===== src/rtl/pst_pkg.sv =====
package pst_pkg;

  localparam int DEF_ENTRIES = 48;
  localparam int DEF_CORES   = 4;

  localparam int ADDR_W = 64;
  localparam int CORE_W = 2;
  localparam int DIST_W = 8;
  localparam int SHIFT_W = 5;
  localparam int CONF_W = 2;
  // Rank field width; it covers the largest table of 64 entries.
  localparam int RANK_W = 6;
  localparam int RANK_SPAN = 2 ** RANK_W;

  localparam logic [CONF_W-1:0] CONF_MAX = 2'd3;
  localparam logic [CONF_W-1:0] CONF_TRIG = 2'd2;
  localparam logic [CONF_W-1:0] CONF_NEW = 2'd1;

  localparam logic [DIST_W-1:0] NEAR_RST = 8'd8;
  localparam logic [DIST_W-1:0] FAR_RST = 8'd32;
  localparam logic [SHIFT_W-1:0] SHIFT_RST = 5'd12;

  typedef enum logic [1:0] {
    REG_NEAR  = 2'd0,
    REG_FAR   = 2'd1,
    REG_SHIFT = 2'd2
  } cfg_reg_t;

  // Entry view that a cell shows for the core under lookup.
  typedef struct packed {
    logic              pc_eq;
    logic [CONF_W-1:0] conf;
    logic [RANK_W-1:0] rank;
    logic [ADDR_W-1:0] last;
    logic [ADDR_W-1:0] stride;
  } pst_status_t;

  // Update command broadcast to all cells.
  typedef struct packed {
    logic              rank_en;
    logic [RANK_W-1:0] old_rank;
    logic              wr_pc;
    logic              wr_last;
    logic              wr_conf;
    logic              wr_stride;
    logic [ADDR_W-1:0] pc;
    logic [ADDR_W-1:0] addr;
    logic [ADDR_W-1:0] stride;
    logic [CONF_W-1:0] conf;
  } pst_cmd_t;

endpackage


===== src/rtl/pst_cell.sv =====
module pst_cell #(
  parameter int ENTRIES = pst_pkg::DEF_ENTRIES,
  parameter int CORES   = pst_pkg::DEF_CORES,
  parameter int IDX     = 0
) (
  input  logic                                clk,
  input  logic                                rst_n,
  input  logic [pst_pkg::CORE_W-1:0]          core,
  input  logic [pst_pkg::ADDR_W-1:0]          look_pc,
  input  logic                                sel,
  input  logic                                upd,
  input  pst_pkg::pst_cmd_t                   cmd,
  input  logic [pst_pkg::RANK_SPAN-1:0]       mask_in,
  output logic [pst_pkg::RANK_SPAN-1:0]       mask_out,
  output pst_pkg::pst_status_t                status
);

  localparam int CW = (CORES > 1) ? $clog2(CORES) : 1;

  logic [pst_pkg::ADDR_W-1:0] pc_r     [CORES];
  logic [pst_pkg::ADDR_W-1:0] last_r   [CORES];
  logic [pst_pkg::ADDR_W-1:0] stride_r [CORES];
  logic [pst_pkg::CONF_W-1:0] conf_r   [CORES];
  logic [pst_pkg::RANK_W-1:0] rank_r   [CORES];
  logic [CW-1:0]              slot;
  logic [pst_pkg::RANK_SPAN-1:0] own_mask;

  assign slot = CW'(core);

  always_comb begin
    status.pc_eq  = (pc_r[slot] == look_pc);
    status.conf   = conf_r[slot];
    status.rank   = rank_r[slot];
    status.last   = last_r[slot];
    status.stride = stride_r[slot];
  end

  // Low-confidence entries mark their rank; the mask accumulates down the row.
  always_comb begin
    own_mask = '0;
    if (conf_r[slot] < pst_pkg::CONF_TRIG) begin
      own_mask[rank_r[slot]] = 1'b1;
    end
  end
  assign mask_out = mask_in | own_mask;

  always_ff @(posedge clk) begin
    if (!rst_n) begin
      for (int c = 0; c < CORES; c++) begin
        pc_r[c]     <= '0;
        last_r[c]   <= '0;
        stride_r[c] <= '0;
        conf_r[c]   <= '0;
        rank_r[c]   <= pst_pkg::RANK_W'(IDX);
      end
    end else if (upd) begin
      if (cmd.rank_en) begin
        if (sel) begin
          rank_r[slot] <= pst_pkg::RANK_W'(ENTRIES - 1);
        end else if (rank_r[slot] > cmd.old_rank) begin
          rank_r[slot] <= rank_r[slot] - 1'b1;
        end
      end
      if (sel) begin
        if (cmd.wr_pc)     pc_r[slot]     <= cmd.pc;
        if (cmd.wr_last)   last_r[slot]   <= cmd.addr;
        if (cmd.wr_conf)   conf_r[slot]   <= cmd.conf;
        if (cmd.wr_stride) stride_r[slot] <= cmd.stride;
      end
    end
  end

endmodule


===== config.mk =====
export PLATFORM = sky130hd
export DESIGN_NAME = pst_cell
export DESIGN_NICKNAME = d
export VERILOG_FILES = /design/src/rtl/pst_pkg.sv /design/src/rtl/pst_cell.sv
export SDC_FILE = /design/constraint.sdc
export NUM_CORES = 1
export LEC_CHECK = 0
export ABC_AREA = 1
export BUFFER_PORTS_ARGS = -buffer_cell sky130_fd_sc_hd__buf_2
export CAP_MARGIN = 20
export CORE_MARGIN = 1
export CORE_UTILIZATION = 38
export CTS_BUF_LIST = sky130_fd_sc_hd__clkbuf_16
export CTS_CLUSTER_DIAMETER = 100
export DETAILED_ROUTE_END_ITERATION = 12
export PLACE_DENSITY = 0.63
export SYNTH_ARGS = -nofsm -noshare
export SYNTH_HDL_FRONTEND = slang
export SYNTH_SLANG_ARGS = --single-unit
export TNS_END_PERCENT = 50

===== constraint.sdc =====
create_clock -name clk -period 16.4 [get_ports clk]
set_clock_uncertainty 0.15 [all_clocks]
set_input_delay 4.92 -clock clk [delete_from_list [all_inputs] [get_ports clk]]
set_output_delay 4.92 -clock clk [all_outputs]
set_load 0.05 [all_outputs]

==> results.toml <==
[logic_synthesis]
seq_area_frac_synth = 0.6472
synth_commonest_cells = "nor2_1 (960), edfxtp_1 (800), nand2_1 (603)"
synth_cell_type_count = 30
synth_area_leader_cell = "edfxtp_1"
synth_top_area_share = 0.6472
synth_fp_nets = 4163
synthCells = 3817
share_of_synthesized_area_spent_on_multiplexers = 0
yosys.area_share.simple = 0.2079
synth_flop_cell = "edfxtp_1"
synth_fa_ha_area_frac = 0.002360
yosys-top-cells-area = "edfxtp_1 (65%), nor2_1 (9.7%), nand2_1 (6.1%), o21ai_0 (4.0%), inv_1 (3.5%)"
synthesis.area_per_instance_um2 = 9.724
yosys_register_bits = 800
synth_edf_count = 800
synth_area_um2 = 37120
async_reset_ff_frac = 0
synth_most_common_cell = "nor2_1"
synth_top_family_by_area = "simple AND/OR/NAND/NOR gates"
post_synthesis_compound_gate_area_fraction = 0.07908
yosysWarnings = 0
post_synth_xor_area_fraction = 0.0002360

[floorplanning]
ios = 540
core_um2 = 96710
dieHeight_um = 314.5
row_count = 114
design.die.area_um2 = 98930
floorplan.initialDensity = 0.3838
fp.dieW_um = 314.5

[routing]
drt_first_iter_violations = 2305
finalWirelength_um = 108400
drt-wirelength-per-cell_um = 19.36
vias = 28480
avgViaCountPerCell = 5.084
drcViolationCount = 0
first_pass_iters = 5
postRouteAntennaNets = 0

[final_layout]
final_core_util = 0.4515
syn_to_final_growth_pct = 17.63
final_layout_size_suffix_gt1_frac = 0.1717
design.final.nets = 4584

[clocking]
max-clock-path-buffers = 3
tritoncts = "done"
clock_tree.root_cell = "clkbuf_16"
hold_buffers = 0
cts_setup_buffers = 0
cts_htree_levels = 3
clock_latency_on_the_worst_skew_pair_ns = 0.62
ctsResizeCount = 0
cts-buffers-inserted = 88
clkTransAtPathRegs_ns = 0.05
tritoncts_num_sinks = 800

[timing]
slew_viol_final = 0
report.final.hold_viol_count = 0
worst_slew_pin_slew_ns = 1.132
finalCritPeriodShare = 0.8211
grt_setup_unrepaired = "false"
fmax_ghz = 0.07426
period_needed_ns = 13.47
finalSetupTns_ns = 0
setup_viol_count_final = 0
worst_slew_margin_rel = 0.2455

[worst_setup_path]
critical_path_class = "primary input to primary output"
path_max_fanout = 151
worst_setup_path_end_kind = "primary output"
worstPathArrival_ns = 8.40
wp_data_required_ns = 11.33
startpoint_type = "primary input"

[global_route]
track_usage = 0.2123
grt.overflow.total = 0
grt_antenna_before_repair = 37
wire_length_of_the_first_global_routing_pass_um = 160600
grt_max_degree = 152
grt_pass1_vias = 27050

[power]
static_leakage_nw = 18.08
pwr_density_cell_nw_per_um2 = 113.0
ir_worst_vdd_mv = 0.08957
power_w = 0.004933

[placed_design]
detailed_place_hpwl_um = 61250
finalWeightedCongestion = 0.8094
numPortBuffers = 539

[run_status]
run_status = "completed"

[flow_run]
timing.max_cap.violations = 0

[min_path]
classification_of_the_worst_slack_hold_path = "flop to flop"
## kinds of logic after synthesis
logic type | count (synthesis)
xor+xnor | 1
flops | 800
fa+ha+maj | 7
simple gates | 1902
compound gates | 508
buf+inv | 599
## flip-flops by register name, summed over array words and instances (netlist names)
signal    count
last_r      256
pc_r        256
stride_r    256
rank_r       24
conf_r        8
## cells in the final DEF, fill, tap and decap left out, types with 6 or more instances in the layout
cell type / Yosys / layout
inv_1: 351 / 368
nor2_1: 960 / 960
buf_4: 6 / 33
o21bai_1: 64 / 64
or2_1: 6 / 6
o21ai_4: 0 / 6
nand3_2: 8 / 8
nand2_2: 0 / 8
a21oi_1: 6 / 6
o21ai_0: 298 / 292
nand4_1: 6 / 6
nand3b_1: 34 / 34
o22ai_1: 128 / 128
diode_2: 0 / 16
clkinv_1: 0 / 24
buf_2: 60 / 537
nor3_1: 197 / 197
ha_1: 7 / 7
clkbuf_16: 0 / 89
clkinv_2: 0 / 13
nand2_1: 603 / 590
nand3_1: 82 / 82
edfxtp_1: 800 / 800
## metrics by stage
stage	cells	hold WS (ns)	cell area (um2)	setup WS, ns
after detailed placement	5424	0.7728	40860	2.860
after global placement	5424	0.7665	40860	2.876
final	5602	0.7819	43660	2.933
after CTS	5586	0.7885	43620	2.847
after global routing	5593	0.8860	43640	2.626
after floorplan	3817	0.8000	37120	4.264
## worst paths after layout
check          startpoint           end  slack, ns  depth (start not counted)
max               core[0]   status[136]       2.93                         16
min          rank_r[1][4]  rank_r[3][4]       0.78                          6
max reg2reg  rank_r[0][3]  rank_r[3][4]      12.81                         12
min reg2reg  rank_r[1][4]  rank_r[3][4]       0.78                          6
## critical path, cell delays in order
cell     delay (ns)
buf_8          0.26
inv_8          0.60
buf_12         0.60
nand2_1        0.11
nand2_1        0.09
nand2_1        0.06
nand2_1        0.10
nand2_1        0.05
nand2_1        0.08
nand2_1        0.11
nor2_1         0.28
nand2_1        0.09
nor2_1         0.24
nand2_1        0.13
nor2_1         0.20
buf_2          0.31
## cell type report
class	count	area [um2]
Tap cell	1276	1597
Inverter	356	1356
Clock inverter	73	535.5
Sequential cell	800	24020
Antenna cell	16	40.04
Fill cell	9319	53050
Timing Repair Buffer	574	3002
Clock buffer	89	2227
Multi-Input combinational cell	2418	10880
## power breakdown
part           switching [W]  internal [W]  total (W)
sequential         0.0000287       0.00237    0.00240
combinational       0.000479      0.000149   0.000629
clock               0.000832       0.00107    0.00190
## layer usage
metal / up-vias / track usage / share of wire
li1: 13660 / - / -
met5: - / 0 / 0.0024
met4: 42 / 0.06653 / 0.024
met1: 13660 / 0.2762 / 0.41
met2: 931 / 0.3477 / 0.48
met3: 187 / 0.05277 / 0.085
No activity file was read; power rests on OpenSTA's default activity.
